$ cat config.mk
export PLATFORM = sky130hd
export DESIGN_NAME = drs_front
export DESIGN_NICKNAME = d
export VERILOG_FILES = /design/src/rtl/drs_pkg.sv /design/src/rtl/drs_fifo.sv /design/src/rtl/drs_front.sv
export SDC_FILE = /design/constraint.sdc
export NUM_CORES = 1
export LEC_CHECK = 0
export BUFFER_PORTS_ARGS = -buffer_cell sky130_fd_sc_hd__clkbuf_2
export CORE_UTILIZATION = 25
export DETAILED_ROUTE_END_ITERATION = 16
export HOLD_SLACK_MARGIN = 0.08
export PLACE_DENSITY = 0.46
export SYNTH_ARGS = -nofsm -noshare
export SYNTH_HDL_FRONTEND = slang
export SYNTH_SLANG_ARGS = --single-unit
$ cat constraint.sdc
create_clock -name clk -period 2.8 [get_ports clk]
set_clock_uncertainty 0.05 [all_clocks]
set_input_delay 0.56 -clock clk [delete_from_list [all_inputs] [get_ports clk]]
set_output_delay 0.56 -clock clk [all_outputs]
set_load 0.005 [all_outputs]
$ cat src/rtl/drs_pkg.sv
// Shared types, codes and defaults for the disk request scheduler.
// No dependencies; imported by drs_front, drs_search, drs_engine and the top level.
package drs_pkg;

    localparam int TRACK_LIMIT_DEF = 1024;
    localparam int QUEUE_DEPTH_DEF = 1024;
    localparam int TRACK_W         = 10;
    localparam int COUNT_W         = 11;
    localparam int CMD_W           = 3;
    localparam int STATUS_W        = 2;
    localparam int GROUP_W         = 32;

    localparam logic [CMD_W-1:0] CMD_REQUEST = 3'd0;
    localparam logic [CMD_W-1:0] CMD_FCFS    = 3'd1;
    localparam logic [CMD_W-1:0] CMD_SSTF    = 3'd2;
    localparam logic [CMD_W-1:0] CMD_LOOK    = 3'd3;
    localparam logic [CMD_W-1:0] CMD_CLOOK   = 3'd4;

    localparam logic [STATUS_W-1:0] ST_SERVED   = 2'd0;
    localparam logic [STATUS_W-1:0] ST_ACCEPTED = 2'd1;
    localparam logic [STATUS_W-1:0] ST_NONE     = 2'd2;
    localparam logic [STATUS_W-1:0] ST_REJECTED = 2'd3;

    localparam logic REG_TRACK_COUNT = 1'b0;
    localparam logic REG_START_POS   = 1'b1;

    typedef enum logic [2:0] {
        OP_REQ,
        OP_FCFS,
        OP_SSTF,
        OP_LOOK,
        OP_CLOOK,
        OP_BAD
    } op_t;

    typedef struct packed {
        op_t                op;
        logic [TRACK_W-1:0] track;
    } cmd_t;

    typedef struct packed {
        logic [TRACK_W-1:0]  served;
        logic [STATUS_W-1:0] status;
    } result_t;

    typedef struct packed {
        logic start;
        logic below;
    } srch_req_t;

    typedef struct packed {
        logic done;
        logic found;
    } srch_rsp_t;

endpackage

$ cat src/rtl/drs_fifo.sv
// Two-entry queue of opaque words, used between the parts of the scheduler.
// No dependencies.
module drs_fifo #(
    parameter int WIDTH = 8
) (
    input  logic             clk,
    input  logic             rst_n,
    input  logic             push,
    input  logic [WIDTH-1:0] din,
    output logic             full,
    input  logic             pop,
    output logic [WIDTH-1:0] dout,
    output logic             empty
);

    logic [WIDTH-1:0] mem_reg [2];
    logic             wptr_reg;
    logic             rptr_reg;
    logic [1:0]       cnt_reg;
    logic             do_push;
    logic             do_pop;

    assign full    = (cnt_reg == 2'd2);
    assign empty   = (cnt_reg == 2'd0);
    assign do_push = push && !full;
    assign do_pop  = pop && !empty;
    assign dout    = mem_reg[rptr_reg];

    always_ff @(posedge clk)
    begin
        if (do_push)
        begin
            mem_reg[wptr_reg] <= din;
        end
    end

    always_ff @(posedge clk or negedge rst_n)
    begin
        if (!rst_n)
        begin
            wptr_reg <= 1'b0;
            rptr_reg <= 1'b0;
            cnt_reg  <= 2'd0;
        end
        else
        begin
            if (do_push)
            begin
                wptr_reg <= !wptr_reg;
            end
            if (do_pop)
            begin
                rptr_reg <= !rptr_reg;
            end
            if (do_push && !do_pop)
            begin
                cnt_reg <= cnt_reg + 2'd1;
            end
            else if (do_pop && !do_push)
            begin
                cnt_reg <= cnt_reg - 2'd1;
            end
        end
    end

endmodule

$ cat src/rtl/drs_front.sv
// Front end: accepts commands, decodes them to operations and queues them.
// Depends on drs_pkg and drs_fifo.
module drs_front
    import drs_pkg::*;
(
    input  logic               clk,
    input  logic               rst_n,
    input  logic               push,
    output logic               full,
    input  logic [CMD_W-1:0]   command,
    input  logic [TRACK_W-1:0] track_number,
    output cmd_t               cmd,
    output logic               cmd_valid,
    input  logic               cmd_pop
);

    cmd_t                decoded;
    logic [$bits(cmd_t)-1:0] q_dout;
    logic                q_empty;

    always_comb
    begin
        decoded.track = track_number;
        case (command)
            CMD_REQUEST: decoded.op = OP_REQ;
            CMD_FCFS:    decoded.op = OP_FCFS;
            CMD_SSTF:    decoded.op = OP_SSTF;
            CMD_LOOK:    decoded.op = OP_LOOK;
            CMD_CLOOK:   decoded.op = OP_CLOOK;
            default:     decoded.op = OP_BAD;
        endcase
    end

    drs_fifo #(
        .WIDTH($bits(cmd_t))
    ) u_queue (
        .clk   (clk),
        .rst_n (rst_n),
        .push  (push),
        .din   (decoded),
        .full  (full),
        .pop   (cmd_pop),
        .dout  (q_dout),
        .empty (q_empty)
    );

    assign cmd       = cmd_t'(q_dout);
    assign cmd_valid = !q_empty;

endmodule

# Word-level counts from Yosys, hierarchy flattened
# Memory sizes are Yosys's and may differ from the RTL's.
# Cells that the tools add are included.
# totals
regBits	4
ramBits	26
input_bits	17
out_inout_bits	15
elab_cells	29
n_memories	1
# memory_table
memory	depth	width	rd	rd_ports_with_merged_regs	write_ports	line_no	source
u_queue.mem_reg	2	13	1	0	1	drs_fifo.sv:16	logic [WIDTH-1:0] mem_reg [2];
# classes
n_addsub	2
n_eq_ne	5
mux	5
n_reduce_logical	13
# ops
operator	count
case mux 3 bit (5 select lines)	1
== test 3 x 2 -> 1 bit (second input constant)	2
zero test 1 bit	6
logical AND 1 bit	4
2-to-1 mux 2 bit	2
== test 3 x 1 -> 1 bit (second input constant)	1
== test 3 bit (second input constant)	1
zero test 3 bit	1
adder 2 x 1 -> 2 bit (second input constant)	1
== test 2 bit (second input constant)	1
zero test 2 bit	1
2-to-1 mux 1 bit	2
nonzero test 2 bit	1
subtractor 2 x 1 -> 2 bit (second input constant)	1

# Longest topological paths before layout
# logic_depth
ltp_word	7
mapped_depth	7
depth_no_buf	7

# Modules after synthesis
# Synthesis repeated with hierarchy kept, for this count alone.
# hier_totals
cells_unflattened	63
area_unflattened_um2	1189.9
# modules_own_cells
module	n_inst	cells_per_inst	area_per_inst_um2	seq_area_each_um2
drs_fifo	1	59	1168.6	880.8
drs_front	1	4	21.3	0.0

# Worst setup path after synthesis
# Ideal clock, no wire load.
# synth_path
path_type	input port to flip-flop
start	input push
end	memory u_queue.mem_reg[0][0] (netlist bit), enable pin
setup_time_ns	0.382
arrival_time_ns	1.219
required_ns	2.368
setup_slack_ns	1.149
cell_stages	2
path_buffers	0
cell_sequence	nand2_1 > nor2_1
# synth_via
elab_chain_len	3
# synth_rtl
element	line_no	source
start, declared	drs_front.sv:8	input logic push,
logical AND 1 bit	drs_fifo.sv:25	assign do_push = push && !full;
2-to-1 mux 1 bit	drs_fifo.sv:31	if (do_push)
2-to-1 mux 1 bit (implied by the code)	drs_fifo.sv:33	mem_reg[wptr_reg] <= din;
end, declared	drs_fifo.sv:16	
# No other way between the ends.

==> impl_metrics.py <==
metrics = {
    "run_status": {
        "status": "completed",
    },
    "worst_setup_path": {
        "worstSetupEndpoint": "cmd[10]",
        "arrival_ns": 1.53,
        "regToRegEndpoint": "u_queue.mem_reg[1][11]",
        "cp_max_fo": 14,
        "end_kind": "output pin",
        "crit_type": "reg -> out",
        "cp_top_family": "flip-flops",
        "worst-endpoint-required_ns": 2.19,
        "crit_chain": "mux2_2, clkbuf_2",
        "crit_cells": 2,
        "worst-path-buf-inv": 1,
        "critPathSlowestCell": "dfrtp_1",
        "r2r_cells": 2,
        "r2r_start": "u_queue.cnt_reg[0]",
        "setup.worst_path.start": "u_queue.rptr_reg",
        "startpoint_type": "flop",
        "slowest_delay_ns": 0.73,
        "reg2reg_slack_ns": 1.20,
    },
    "synthesis": {
        "ys_seq_area_frac": 0.760,
        "ys_types": 17,
        "synth_area_leaders": "edfxtp_1 67%, mux2_2 13%, dfrtp_1 8.6%, xnor2_1 2.3%, xor2_1 1.5%",
        "netlist_instances": 62,
        "synth_ff_type": "edfxtp_1",
        "syn-cell-area_um2": 1160,
        "async_flop_share": 0.133,
        "synth_area_per_cell_um2": 18.7,
        "synth_enable_flop_cells": 26,
        "synth_seq_cells": 30,
        "synth_top_area_share": 0.674,
        "syn_nets": 80,
        "yosysWarnings": 0,
        "synth_area_leader_cell": "edfxtp_1",
    },
    "timing": {
        "worst_pin_slew_ns": 0.650,
        "final.min_clock_period_ns": 2.14,
        "maxSlewHeadroom": 0.566,
        "fin_ws_ns": 0.665,
        "max_freq_ghz": 0.468,
        "period_share": 0.763,
        "fin_setup_tns_ns": 0,
        "hold_violations": 0,
        "whs_ns": 0.422,
        "maxSlewViolCount": 0,
        "rsz0062_at_grt": "false",
        "setup_viol": 0,
    },
    "power_and_ir_drop": {
        "power_mw": 1.42,
        "leakage_nw": 0.588,
        "power_density_nw_per_um2": 974,
        "clock_power_share": 0.224,
        "combPwrFrac": 0.285,
        "intPower_mw": 1.02,
        "p_sw_mw": 0.405,
        "switching_share": 0.284,
        "power_frac_seq": 0.490,
        "vdd_drop_max_mv": 0.454,
    },
    "floorplan": {
        "core_area_um2": 4410,
        "chipHeight_um": 70.1,
        "initial_core_util": 0.262,
        "dieArea_um2": 4910,
        "ioPinCount": 32,
        "die_w_um": 70.1,
        "num_rows": 24,
    },
    "final_layout": {
        "final_core_util": 0.331,
        "diodes": 0,
        "nNetsFinal": 118,
        "largest_register_ffs": 26,
        "drive_gt1_frac": 0.525,
        "mostFrequentLayoutCell": "clkbuf_2",
        "final_cell_mix": "31 x clkbuf_2, 26 x edfxtp_1, 13 x mux2_2, 5 x clkbuf_8, 4 x dfrtp_1",
        "final_cells": 153,
        "flow.area_growth_from_synthesis_pct": 26.2,
        "stdcell_area_um2": 1460,
    },
    "place": {
        "place_inst": 144,
        "numPortBuffers": 31,
        "place.gp.congestion": 0.594,
        "dp_hpwl_um": 1380,
        "post-place-ws_ns": 0.913,
        "post_dp_cell_area_um2": 1370,
    },
    "grt": {
        "track_usage": 0.0889,
        "antenna_found_initial": 0,
        "grt_max_degree": 15,
        "first_global_vias": 706,
        "grt_pass1_wl_um": 3150,
        "grt_overflow": 0,
    },
    "clock_tree": {
        "cts_sinks": 30,
        "clockBufferDepth": 2,
        "cts_inserted_buffers": 5,
        "cts_root_buf": "clkbuf_8",
        "postCtsSetupRepairBufs": 0,
        "clkLatencyLatePin_ns": 0.27,
        "h-tree-depth": 2,
        "post_cts_resized": 0,
        "cts_hold_buf": 1,
        "clk_pin_slew_worst_paths_ns": 0.06,
        "cts_tree": "done",
    },
    "drt": {
        "dr_total_vias": 639,
        "drcViolationCount": 0,
        "first_pass_iters": 4,
        "antenna_left": 0,
        "drtIter0Drc": 16,
        "wl_per_cell_um": 12.9,
        "wirelength_um": 1980,
        "vias_per_cell": 4.18,
    },
    "flow_run": {
        "maxCapViolCount": 0,
    },
    "worst_hold_path": {
        "hold_path_class": "in -> reg",
    },
}
metal layers:
metal	global-route usage	wire, um	up-vias
li1	-	-	301
met1	0.0971	838	311
met2	0.141	991	23
met3	0.0447	109	4
met4	0.0467	38	0
met5	0	0	-
logic make-up (layout without fill, tap and decap cells):
logic type	count (synthesis)	count (layout)	synth area share
flops	30	30	0.760
mux	13	13	0.126
simple gates	8	8	0.0389
xor+xnor	5	5	0.0378
buf+inv	4	43	0.0194
fa+ha+maj	1	1	0.0108
compound gates	1	1	0.00648
layout make-up:
class	instances	area, um2
Clock inverter	2	8.76
Sequential cell	30	881
Fill cell	445	2950
Multi-Input combinational cell	28	255
Tap cell	52	65.1
Clock buffer	6	72.6
Inverter	2	7.51
Timing Repair Buffer	33	173
how the worst min path moves through the flow:
stage | start | to | cells after the start
3_3_place_gp | rst_n | u_queue.cnt_reg[1] | 1
4_1_cts | track_number[7] | u_queue.mem_reg[0][7] | 1
3_5_place_dp | rst_n | u_queue.cnt_reg[1] | 1
2_1_floorplan | rst_n | u_queue.cnt_reg[0] | 0
6_report | track_number[5] | u_queue.mem_reg[0][5] | 1
5_1_grt | track_number[7] | u_queue.mem_reg[0][7] | 1
synth_stat cells, drive strengths merged, types with 2 or more instances:
| cell type | instances |
|---|---|
| xor2 | 2 |
| nand2 | 2 |
| edfxtp | 26 |
| mux2 | 13 |
| nor2 | 2 |
| xnor2 | 3 |
| inv | 2 |
| dfrtp | 4 |
power by group through the flow:
| stage | sequential [mW] | clock [mW] | combinational [mW] |
|---|---|---|---|
| 2_1_floorplan | 0.669 | 0 | 0.292 |
| 3_3_place_gp | 0.707 | 0 | 0.409 |
| 3_5_place_dp | 0.713 | 0 | 0.417 |
| 4_1_cts | 0.702 | 0.332 | 0.420 |
| 5_1_grt | 0.713 | 0.353 | 0.450 |
| 6_report | 0.698 | 0.320 | 0.406 |
No activity file was read; power rests on OpenSTA's default activity.
