==> config.mk <==
export PLATFORM = sky130hd
export DESIGN_NAME = drs_fifo
export DESIGN_NICKNAME = d
export VERILOG_FILES = /design/src/rtl/drs_fifo.sv
export SDC_FILE = /design/constraint.sdc
export NUM_CORES = 1
export LEC_CHECK = 0
export ABC_AREA = 1
export BUFFER_PORTS_ARGS = -buffer_cell sky130_fd_sc_hd__buf_2
export CAP_MARGIN = 15
export CORE_MARGIN = 4
export CORE_UTILIZATION = 40
export DETAILED_ROUTE_END_ITERATION = 12
export PLACE_DENSITY = 0.62
export SYNTH_ARGS = -nofsm -noshare
export SYNTH_HDL_FRONTEND = slang
export SYNTH_SLANG_ARGS = --single-unit
==> constraint.sdc <==
create_clock -name clk -period 2.65 [get_ports clk]
set_input_delay 0.53 -clock clk [delete_from_list [all_inputs] [get_ports clk]]
set_output_delay 0.53 -clock clk [all_outputs]
set_load 0.02 [all_outputs]
==> src/rtl/drs_fifo.sv <==
// Two-entry queue of opaque words, used between the parts of the scheduler.
// No dependencies.
module drs_fifo #(
    parameter int WIDTH = 8
) (
    input  logic             clk,
    input  logic             rst_n,
    input  logic             push,
    input  logic [WIDTH-1:0] din,
    output logic             full,
    input  logic             pop,
    output logic [WIDTH-1:0] dout,
    output logic             empty
);

    logic [WIDTH-1:0] mem_reg [2];
    logic             wptr_reg;
    logic             rptr_reg;
    logic [1:0]       cnt_reg;
    logic             do_push;
    logic             do_pop;

    assign full    = (cnt_reg == 2'd2);
    assign empty   = (cnt_reg == 2'd0);
    assign do_push = push && !full;
    assign do_pop  = pop && !empty;
    assign dout    = mem_reg[rptr_reg];

    always_ff @(posedge clk)
    begin
        if (do_push)
        begin
            mem_reg[wptr_reg] <= din;
        end
    end

    always_ff @(posedge clk or negedge rst_n)
    begin
        if (!rst_n)
        begin
            wptr_reg <= 1'b0;
            rptr_reg <= 1'b0;
            cnt_reg  <= 2'd0;
        end
        else
        begin
            if (do_push)
            begin
                wptr_reg <= !wptr_reg;
            end
            if (do_pop)
            begin
                rptr_reg <= !rptr_reg;
            end
            if (do_push && !do_pop)
            begin
                cnt_reg <= cnt_reg + 2'd1;
            end
            else if (do_pop && !do_push)
            begin
                cnt_reg <= cnt_reg - 2'd1;
            end
        end
    end

endmodule

**Yosys cells after proc, flatten, opt, wreduce, memory -nomap -nowiden**

Memories as Yosys holds them, arrays and structs flattened.
Cells that the tools add are included.

- Reductions and logical operators: 12
- Mux-type cells: 4
- Eq/ne operators: 1
- $add $sub $neg: 2

Operators with widths:

| cell | number |
|---|---|
| 1-bit zero test | 6 |
| 1-bit logical AND | 4 |
| 2-bit 2-to-1 mux | 2 |
| 2-bit by 1-bit adder with 2-bit output, second input constant | 1 |
| 2-bit equality test, second input constant | 1 |
| 2-bit zero test | 1 |
| 1-bit 2-to-1 mux | 2 |
| 2-bit nonzero test | 1 |
| 2-bit by 1-bit subtractor with 2-bit output, second input constant | 1 |

- Bits in registers: 4
- Logic and storage cells: 23
- Input port bits: 12
- Memory bits (writable): 16
- Memories: 1

Memories:

| name | depth | bits a word | read ports | clocked after Yosys merged registers in | write ports | line | source |
|---|---|---|---|---|---|---|---|
| mem_reg | 2 | 8 | 1 | 0 | 1 | 16 | `logic [WIDTH-1:0] mem_reg [2];` |

**Logic depth before layout (Yosys ltp)**

Gate-level depths: netlist of run 1.

- Depth in word-level cells: 7
- Gate-level depth with buffers: 9
- Mapped depth without buffers: 9

**Worst setup path before layout of run 1**

OpenSTA, ideal clock, no wires.

- Kind: register -> register
- From: register cnt_reg[0]
- To: register cnt_reg[1]
- Buffers on the path: 0
- Stages on the path, launching flop included: 8
- Path slack: 1.232 ns
- Data arrival time: 1.302 ns
- Period minus slack after synthesis: 1.418 ns
- Library setup time: 0.117 ns
- Cell sequence: dfrtp_1 > nor2_2 > nor2_2 > ha_1 > inv_1 > nand3_1 > nand2_1 > nand2_1

- Word-level cells in the longest chain between the ends: 6

RTL lines:

| element | line | source |
|---|---|---|
| start: declaration | 19 | `logic [1:0] cnt_reg;` |
| start signal: assignment | 57 | `cnt_reg <= cnt_reg + 2'd1;` |
| start signal: assignment | 61 | `cnt_reg <= cnt_reg - 2'd1;` |
| 2-bit equality test * | 23 | `assign full = (cnt_reg == 2'd2);` |
| via full | 10 | `output logic full,` |
| 1-bit zero test * | 25 | `assign do_push = push && !full;` |
| 1-bit logical AND * | 25 |  |
| via do_push | 20 | `logic do_push;` |
| 1-bit zero test | 59 | `else if (do_pop && !do_push)` |
| 1-bit logical AND | 59 |  |
| 2-bit nonzero test (no source line) | - |  |

Mark *: on every way through the listed nets, which the timed path passes. The rest lies on a longest branch. The select of a mux whose other input is x is not followed.
A chain may end at the register's enable or synchronous reset.

**Final worst setup path of run 1**

- From: register rptr_reg
- To: output port dout[5]

- Word-level cells in the longest chain between the ends: 1

RTL lines:

| element | line | source |
|---|---|---|
| start: declaration | 18 | `logic rptr_reg;` |
| start signal: assignment | 53 | `rptr_reg <= !rptr_reg;` |
| memory read 2 x 8 bit | - |  |
| end: declaration | 12 | `output logic [WIDTH-1:0] dout,` |

No other way between the ends.

==> metrics.txt, run 1 <==
hold violation total from the final report 0; achievable clock frequency 547 MHz; measured slew at the worst slew-check pin 0.683 ns; CTS Hold Buffers Added 0; number of buffers inserted to repair setup after CTS 0; die outline area 0.00281 mm^2; final period utilization 69.0%; n_diodes 0; Final Routed Wirelength 1400 um; final design utilization 51.3%; Initial Utilization 41.7%; Clock Latency Late Sink 0.30 ns; Critical Path RT 2.12 ns; worst slew margin relative to its limit 54.3%; total global routing track utilization 12.2%; Vias 546; flip-flop count of the largest register after layout 16; Crit Path Max Fanout 10; via density per instance 4.40; category of the worst setup path capture point primary output; average wire length per cell after detail routing 11.3 um; wire length of the first global-routing pass 2360 um; grt ovf 0; post-synthesis instance area 810 um^2; DP HPWL 1000 um; library cell contributing the largest single delay on the critical path sky130_fd_sc_hd__dfrtp_1; leakage power summed over all cells 0.000473 uW; number of buffers inserted during clock tree synthesis 3; cell family with most CP delay flip-flops; Placed Cells incl. Taps 120; final total negative setup slack 0 ns; Synth Register Bits 20; worst path buffer plus inverter count 2; number of detailed-routing iterations run before antenna repair 3; post-route insts no fill 124; largest net degree at the start of global routing 13; endpoint arrival time on the critical path 1.30 ns; TritonCTS clock tree done; peak per-stage delay on the critical path 0.51 ns; clock net sink count 20; critical path startpoint category flip-flop; vertical extent of the die 53.0 um; minimum period implied by the final worst setup slack 1.83 ns; clock input transition at the sequential cells of the worst setup and hold paths 0.10 ns; remaining antenna violation count after routing 0; fin nets 111; Most Frequent Cell on Critical Path sky130_fd_sc_hd__nand2_1; net count of the mapped netlist 86; Yosys warning count 0; status completed; RSZ-0062 raised after global routing no; post-synthesis sequential area ratio 71.7%; DRC Markers 0; count of endpoints failing setup in the final report 0; Buffers on Ports 21; Max Clock Skew 0.0154 ns; violation count after the first detailed-route iteration 4; synthesized instance count 73; Cell Chain, Critical Path inv_2 > nand2_1 > nand2_1 > buf_2; hold crit path type input pin to asynchronous set/reset pin; vias in the first global route 558; antenna violations before repair 0; Avg Inst Size Synth 11.1 um^2; I/O pin total 22; post-synthesis to final-layout area growth 23.0%; Site Rows 16; total core area 0.00194 mm^2; total power density per cell area 1170 mW/mm^2; weighted congestion at the end of routability-driven global placement 0.722; final number of max-transition violations 0; reported max-cap violation count 0; fraction of final layout cells sized beyond drive strength 1 28.9%; horizontal die dimension 53.0 um; # H-tree levels 1; Setup Crit Path Kind flip-flop to primary output; count of distinct cell types in the synthesized netlist 14; Clock Root Buffer sky130_fd_sc_hd__clkbuf_4; worst supply voltage drop on vdd 0.694 mV; cells resized by post-CTS repair 0; number of buffers on the longest clock path 2
-- cell usage in the layout (no fill, tap or decap), drive strengths merged --
cell	netlist	layout
nand3b	1	1
edfxtp	16	16
nand3	1	1
nand4	1	1
dfrtp	4	4
xnor2	1	1
nand2	33	33
bufinv	0	1
inv	8	8
ha	1	1
o21ai	2	2
clkbuf	0	3
nor2	4	4
buf	1	21
-- cell usage after synthesis (all sizes together) --
| cell type | number | area [um^2] |
|---|---|---|
| buf | 1 | 5.00 |
| dfrtp | 4 | 100 |
| edfxtp | 16 | 480 |
| ha | 1 | 12.5 |
| inv | 8 | 30.0 |
| nand2 | 33 | 124 |
| nand3 | 1 | 5.00 |
| nand3b | 1 | 7.51 |
| nand4 | 1 | 6.26 |
| nor2 | 4 | 20.0 |
| o21ai | 2 | 10.0 |
| xnor2 | 1 | 8.76 |
-- layout make-up --
class / count / area, um^2
clock buffers: 3 / 22.5
clock inverters: 1 / 30.0
fillers: 193 / 946
inverters: 8 / 30.0
multi-input cells: 44 / 194
flip-flops and latches: 20 / 581
well taps: 27 / 33.8
repair buffers: 21 / 105
-- layer usage --
metal | track usage [%] | up-vias | share of wire, %
li1 | - | 285 | -
met1 | 13.6 | 244 | 42
met2 | 21.7 | 13 | 51
met3 | 2.54 | 4 | 4.9
met4 | 6.38 | 0 | 1.4
met5 | 0 | - | 0
-- cell families (layout without fill, tap and decap cells) --
family	after synthesis	after routing	share of synthesized area, %
adder cells (fa/ha/maj)	1	1	1.55
flip-flops	20	20	71.7
buffers and inverters	9	33	4.33
AO/OA/AOI/OAI	2	2	1.24
XOR/XNOR	1	1	1.08
AND/OR/NAND/NOR	40	40	20.1
-- final timing paths --
| check | from | end | depth (start not counted) | slack, ns |
|---|---|---|---|---|
| worst max-delay path | rptr_reg$_DFFE_PN0P_ | dout[5] | 4 | 0.82 |
| worst min-delay path | rst_n | cnt_reg[0]$_DFFE_PN0P_ | 1 | 0.02 |
| worst max register to register | cnt_reg[1]$_DFFE_PN0P_ | mem_reg[1][0]$_DFFE_PP_ | 3 | 1.10 |
| worst min register to register | wptr_reg$_DFFE_PN0P_ | wptr_reg$_DFFE_PN0P_ | 2 | 0.49 |
| max in group asynchronous | rst_n | rptr_reg$_DFFE_PN0P_ | 1 | 2.51 |
| min in group clk | din[2] | mem_reg[1][2]$_DFFE_PP_ | 1 | 0.40 |
-- metrics by stage --
step,power (uW),setup WS [ns],hold slack [ns],cell area (um^2)
global route,1260,0.642,0.00375,996
finish,1170,0.821,0.0234,996
detailed placement,934,0.995,0.346,943
floorplan,800,1.23,0.234,810
CTS,1180,0.773,0.0160,996
global placement,925,1.07,0.344,943
-- power breakdown --
group,leakage (uW),internal (uW),switching [uW]
logic,0.000248,140,287
clock network,0.0000279,153,94.1
registers,0.000197,436,59.4
total,0.000473,729,440
(Power assumes the default switching activity.)
==> inputs of run 2 (changes only) <==
Clock period 2.65 ns to 1.8 ns, I/O delays scaled along.
==> run 2 against run 1 <==
Die area unchanged. Flip-flop and latch count unchanged. Wire length decreased by 2.9%. First-iteration DRC count grew to 3.8 times the previous value. Power up 37%. Final cell count increased by 2.4%. Via count is 5.3% higher. Final area stayed put. Sequential share of layout area up 0.13 points. Clock-buffer cell count unchanged. Setup slack got worse by 0.66 ns. Worst hold slack better by 0.22 ns. Highest routed layer unchanged.
==> metrics.txt, run 2 (synthesized netlist as in run 1, its figures left out) <==
DP HPWL 1010 um (+0.89%); average wire length per cell after detail routing 10.7 um (-5.1%); Crit Path Max Fanout 10 (unchanged); Setup Crit Path Kind flip-flop to primary output; category of the worst setup path capture point primary output; worst path buffer plus inverter count 2 (unchanged); final design utilization 51.3% (unchanged); worst slew margin relative to its limit 78.3% (+24 points); # H-tree levels 1 (unchanged); total core area 0.00194 mm^2 (unchanged); worst supply voltage drop on vdd 0.701 mV (+1.0%); Site Rows 16 (unchanged); multi-input combinational cell area 194 um^2 (unchanged); minimum period implied by the final worst setup slack 1.64 ns; clock input transition at the sequential cells of the worst setup and hold paths 0.10 ns (about the same); hold crit path type input pin to flip-flop; peak per-stage delay on the critical path 0.50 ns (about the same); Critical Path RT 1.44 ns (-0.68 ns); number of buffers inserted during clock tree synthesis 3 (unchanged); cell family with most CP delay flip-flops; remaining antenna violation count after routing 0 (unchanged); n_diodes 0 (unchanged); flip-flop count of the largest register after layout 16 (unchanged); filler cell count in the final layout 187 (-3.1%); Buffers on Ports 21 (unchanged); highest-count cells in the layout ignoring fill and taps sky130_fd_sc_hd__nand2_1, sky130_fd_sc_hd__buf_2, sky130_fd_sc_hd__edfxtp_1; Final Routed Wirelength 1360 um (-2.9%); total cell area at the placement stage 958 um^2 (+1.6%); Setup WS post-layout 0.157 ns (-0.664 ns); fraction of final layout cells sized beyond drive strength 1 30.0% (+1.1 points); total power density per cell area 1600 mW/mm^2 (+37%); I/O pin total 22 (unchanged); DRC Markers 0 (unchanged); clock net sink count 20 (unchanged); post-route cell area 996 um^2 (unchanged); number of buffers on the longest clock path 2 (unchanged); hold violation total from the final report 0 (unchanged); vertical extent of the die 53.0 um (unchanged); status completed; post-placement worst setup slack 0.414 ns (-0.580 ns); die outline area 0.00281 mm^2 (unchanged); count of endpoints failing setup in the final report 0 (unchanged); Cell Chain, Critical Path inv_2 > nand2_1 > nand2_1 > buf_2; routed metal-1 wirelength 600 um (+1.5%); final number of max-transition violations 0 (unchanged); flip-flop and latch area 582 um^2 (+0.22%); achievable clock frequency 609 MHz; RSZ-0062 raised after global routing no; grt ovf 0 (unchanged); endpoint arrival time on the critical path 1.28 ns (-0.02 ns); Clock Latency Late Sink 0.29 ns (about the same); final total negative setup slack 0 ns (unchanged); via density per instance 4.53 (+2.8%); leakage power summed over all cells 0.000474 uW (+0.21%); wire length of the first global-routing pass 2240 um (-5.3%); measured slew at the worst slew-check pin 0.326 ns (-0.357 ns); horizontal die dimension 53.0 um (unchanged); Initial Utilization 41.7% (unchanged); Met3 Routed Length 60 um (-13%); Clock Root Buffer sky130_fd_sc_hd__clkbuf_4; vias in the first global route 534 (-4.3%); most common cell after layout, fill and taps aside sky130_fd_sc_hd__nand2_1; final period utilization 91.3%; weighted congestion at the end of routability-driven global placement 0.753 (+4.3%); violation count after the first detailed-route iteration 15 (+11); number of detailed-routing iterations run before antenna repair 5 (+2); TritonCTS clock tree done; Most Frequent Cell on Critical Path sky130_fd_sc_hd__nand2_1; Vias 575 (+5.3%); Max Clock Skew 0.00155 ns (-0.0138 ns); total global routing track utilization 11.8% (-0.42 points); library cell contributing the largest single delay on the critical path sky130_fd_sc_hd__dfrtp_2; reported max-cap violation count 0 (unchanged); antenna violations before repair 0 (unchanged); largest net degree at the start of global routing 12 (-1); post-synthesis to final-layout area growth 23.0% (unchanged); wire length on met2 669 um (-7.3%); highest metal layer used by the detailed router met4; fin nets 114 (+2.7%); critical path startpoint category flip-flop
[run 2: per-stage QoR]
| step | hold WS (ns) | cells | total power, uW |
|---|---|---|---|
| final | 0.246 | 127 | 1600 |
| after global routing | 0.232 | 127 | 1730 |
| after CTS | 0.240 | 127 | 1620 |
| after detailed placement | 0.178 | 122 | 1400 |
| after global placement | 0.172 | 122 | 1390 |
| after floorplan | 0.0644 | 73 | 1180 |
[run 2: timing repair]
action,CTS,global route
endpoints found under the setup margin,0,8
endpoints found under the hold margin,4,0
buffers inserted,0,0
gates resized for setup,0,1
hold buffers,1,0
[run 2: worst paths after layout]
path	slack, ns	to	startpoint	cells past startpoint
setup / recovery	0.16	dout[5]	rptr_reg$_DFFE_PN0P_	4
hold / removal	0.25	mem_reg[0][1]$_DFFE_PP_	din[1]	1
setup reg to reg	0.41	cnt_reg[1]$_DFFE_PN0P_	cnt_reg[0]$_DFFE_PN0P_	6
hold reg to reg	0.51	wptr_reg$_DFFE_PN0P_	wptr_reg$_DFFE_PN0P_	2
max in group asynchronous	1.27	rptr_reg$_DFFE_PN0P_	rst_n	2
min in group asynchronous	0.39	cnt_reg[0]$_DFFE_PN0P_	rst_n	2
[run 2: worst reg2reg max path: stages, from the launching register on]
cell,delay (ns)
sky130_fd_sc_hd__dfrtp_1,0.47
sky130_fd_sc_hd__o21ai_0,0.27
sky130_fd_sc_hd__ha_1,0.30
sky130_fd_sc_hd__inv_1,0.08
sky130_fd_sc_hd__nand3_1,0.08
sky130_fd_sc_hd__nand2_1,0.06
sky130_fd_sc_hd__nand2_1,0.04
[run 2: where the power goes]
part	leakage, uW	total [uW]	internal, uW	switching (uW)
clock network	0.0000154	210	80.7	129
logic	0.000263	655	225	430
registers	0.000196	733	645	88.7
[run 2: final cells by class]
type                       count  area share, %
sequential                    20           58.4
multi-input combinational     44           19.5
timing repair buffer          24           13.1
tap                           27           3.39
inverter                       8           3.02
clock buffer                   3           2.26
clock inverter                 1          0.377
[run 2: routing by layer]
| metal | vias to the layer above | GRT usage (%) |
|---|---|---|
| met5 | - | 0 |
| met1 | 266 | 13.6 |
| li1 | 290 | - |
| met3 | 4 | 2.54 |
| met2 | 15 | 19.6 |
| met4 | 0 | 7.66 |
==> inputs of run 3 (changes only) <==
Settings changed: CTS_BUF_LIST set to sky130_fd_sc_hd__clkbuf_16.
==> run 3 against run 2 <==
Largest power group unchanged. Clock-buffer cell count stayed put. Final area up 5.2%. Non-clock buffer count is the same. Largest cell class unchanged. First-iteration DRC count fell by 20%. Worst hold slack better by 0.051 ns. Setup slack improved by 0.0084 ns. Clock skew hardly changed. Combinational power about the same. Register-to-register slack better by 0.02 ns. Flip-flop and latch count is the same. Core utilization up 2.6 points. Final cell count did not move. Highest routed layer unchanged.
==> metrics.txt, run 3 (synthesized netlist as in run 1, its figures left out) <==
status completed; # H-tree levels 1 (unchanged); TritonCTS clock tree done; average wire length per cell after detail routing 10.9 um (+1.5%); critical path startpoint category flip-flop; number of detailed-routing iterations run before antenna repair 2 (-3); horizontal die dimension 53.0 um (unchanged); endpoint arrival time on the critical path 1.27 ns (about the same); number of buffers inserted during clock tree synthesis 3 (unchanged); weighted congestion at the end of routability-driven global placement 0.753 (unchanged); library cell contributing the largest single delay on the critical path sky130_fd_sc_hd__dfrtp_1; Max Clock Skew 0.00176 ns (+0.000218 ns); number of cell instances on the worst register-to-register path 6 (unchanged); grt ovf 0 (unchanged); vias in the first global route 525 (-1.7%); hold crit path type input pin to flip-flop; hold violation total from the final report 0 (unchanged); n_diodes 0 (unchanged); final period utilization 90.8% (-0.47 points); Cell Chain, Critical Path inv_2 > nand2_1 > nand2_1 > buf_2; measured slew at the worst slew-check pin 0.339 ns (+0.0134 ns); Site Rows 16 (unchanged); fin nets 114 (unchanged); Buffers on Ports 21 (unchanged); worst hold stages 1 (unchanged); highest-count cells in the layout ignoring fill and taps sky130_fd_sc_hd__nand2_1, sky130_fd_sc_hd__buf_2, sky130_fd_sc_hd__edfxtp_1; minimum period implied by the final worst setup slack 1.63 ns (-0.00840 ns); sequential group share of total power 39.9% (-6.0 points); total global routing track utilization 12.4% (+0.60 points); internal power 1160 uW (+23%); total core area 0.00194 mm^2 (unchanged); post-placement worst setup slack 0.414 ns (unchanged); Vias 563 (-2.1%); violation count after the first detailed-route iteration 12 (-3); Clock Root Buffer sky130_fd_sc_hd__clkbuf_16; Sw Share 36.6% (-4.0 points); Initial Utilization 41.7% (unchanged); hold path endpoint mem_reg[1][1]$_DFFE_PP_; count of endpoints failing setup in the final report 0 (unchanged); Crit Path Max Fanout 10 (unchanged); number of buffers on the longest clock path 2 (unchanged); achievable clock frequency 612 MHz (+0.51%); worst supply voltage drop on vdd 1.03 mV (+47%); Clock Latency Late Sink 0.25 ns (-0.04 ns); worst path buffer plus inverter count 2 (unchanged); Most Frequent Cell on Critical Path sky130_fd_sc_hd__nand2_1; Setup WS post-layout 0.165 ns (+0.00840 ns); final number of max-transition violations 0 (unchanged); WHS 0.297 ns (+0.0510 ns); peak per-stage delay on the critical path 0.50 ns (about the same); reg-to-reg critical path endpoint cnt_reg[1]$_DFFE_PN0P_; reported max-cap violation count 0 (unchanged); DP HPWL 1010 um (unchanged); most common cell after layout, fill and taps aside sky130_fd_sc_hd__nand2_1; largest net degree at the start of global routing 12 (unchanged); wire length of the first global-routing pass 2280 um (+1.9%); antenna violations before repair 0 (unchanged); die outline area 0.00281 mm^2 (unchanged); clock input transition at the sequential cells of the worst setup and hold paths 0.05 ns (-0.05 ns); vertical extent of the die 53.0 um (unchanged); leakage power summed over all cells 0.000498 uW (+5.1%); remaining antenna violation count after routing 0 (unchanged); fraction of final layout cells sized beyond drive strength 1 29.0% (-1.0 points); Reg-to-Reg Start cnt_reg[0]$_DFFE_PN0P_; I/O pin total 22 (unchanged); combinational group share of total power 35.6% (-5.4 points); register-to-register path setup slack 0.43 ns (+0.02 ns); Worst Min Path Start din[1]; category of the worst setup path capture point primary output; total power density per cell area 1750 mW/mm^2 (+9.2%); RSZ-0062 raised after global routing no; Sw Pwr 671 uW (+3.6%); cell family with most CP delay flip-flops; worst slew margin relative to its limit 77.4% (-0.87 points); Final Routed Wirelength 1380 um (+1.5%); DRC Markers 0 (unchanged); Setup Crit Path Kind flip-flop to primary output; final design utilization 53.9% (+2.6 points); clock net sink count 20 (unchanged); Critical Path RT 1.44 ns (about the same); clock group share of total power 24.5% (+11 points); flip-flop count of the largest register after layout 16 (unchanged); final total negative setup slack 0 ns (unchanged); via density per instance 4.43 (-2.1%); post-synthesis to final-layout area growth 29.4%
==> run 3: cell counts in the layout (fill, tap and decap cells not counted) <==
No cell type changed its count.
==> run 3: repair_timing <==
item                                    in CTS  in global routing
endpoints found under the hold margin        4                  0
endpoints found under the setup margin       0                  0
hold buffers                                 1                  0
buffers inserted                             0                  0
resized for setup                            0                  0
==> run 3: metal layers <==
layer / share of wire (%) / track usage, %
met1: 43 / 13.9
met2: 49 / 19.4
met3: 5.6 / 5.07
met4: 2.5 / 7.66
met5: 0 / 0
==> run 3: layout make-up <==
type	count	area, um^2
Clock buffer	3	75.1
Inverter	8	30.0
Multi-Input combinational cell	44	194
Tap cell	27	33.8
Fill cell	178	895
Clock inverter	1	3.75
Timing Repair Buffer	24	130
Sequential cell	20	581
==> run 3: worst max path at each step <==
stage / start / endpoint / slack (ns) / cells past startpoint
after floorplan: cnt_reg[0]$_DFFE_PN0P_ / cnt_reg[1]$_DFFE_PN0P_ / 0.38 / 7
after global placement: rptr_reg$_DFFE_PN0P_ / dout[5] / 0.41 / 4
after detailed placement: rptr_reg$_DFFE_PN0P_ / dout[5] / 0.41 / 4
after CTS: rptr_reg$_DFFE_PN0P_ / dout[5] / 0.13 / 4
after global routing: rptr_reg$_DFFE_PN0P_ / dout[5] / 0.02 / 4
final: rptr_reg$_DFFE_PN0P_ / dout[5] / 0.17 / 4
==> run 3: stage by stage <==
| stage | instances | power (uW) | cell area [um^2] |
|---|---|---|---|
| finish | 127 | 1830 | 1050 |
| global route | 127 | 1980 | 1050 |
| CTS | 127 | 1860 | 1050 |
| detailed placement | 122 | 1400 | 958 |
| global placement | 122 | 1390 | 958 |
| floorplan | 73 | 1180 | 810 |
==> run 3: power by group through the flow <==
| stage | clock, uW | combinational, uW | sequential, uW |
|---|---|---|---|
| floorplan | 0 | 480 | 697 |
| global placement | 0 | 648 | 740 |
| detailed placement | 0 | 662 | 743 |
| CTS | 458 | 663 | 737 |
| global route | 477 | 736 | 762 |
| finish | 450 | 652 | 733 |
==> run 3: worst register-to-register path: cells and delay by family, from the launching register on <==
kind                     cells  cell delay (ns)
flip-flops                   1             0.45
adder cells (fa/ha/maj)      1             0.30
AO/OA/AOI/OAI                1             0.26
AND/OR/NAND/NOR              3             0.18
buffers and inverters        1             0.08
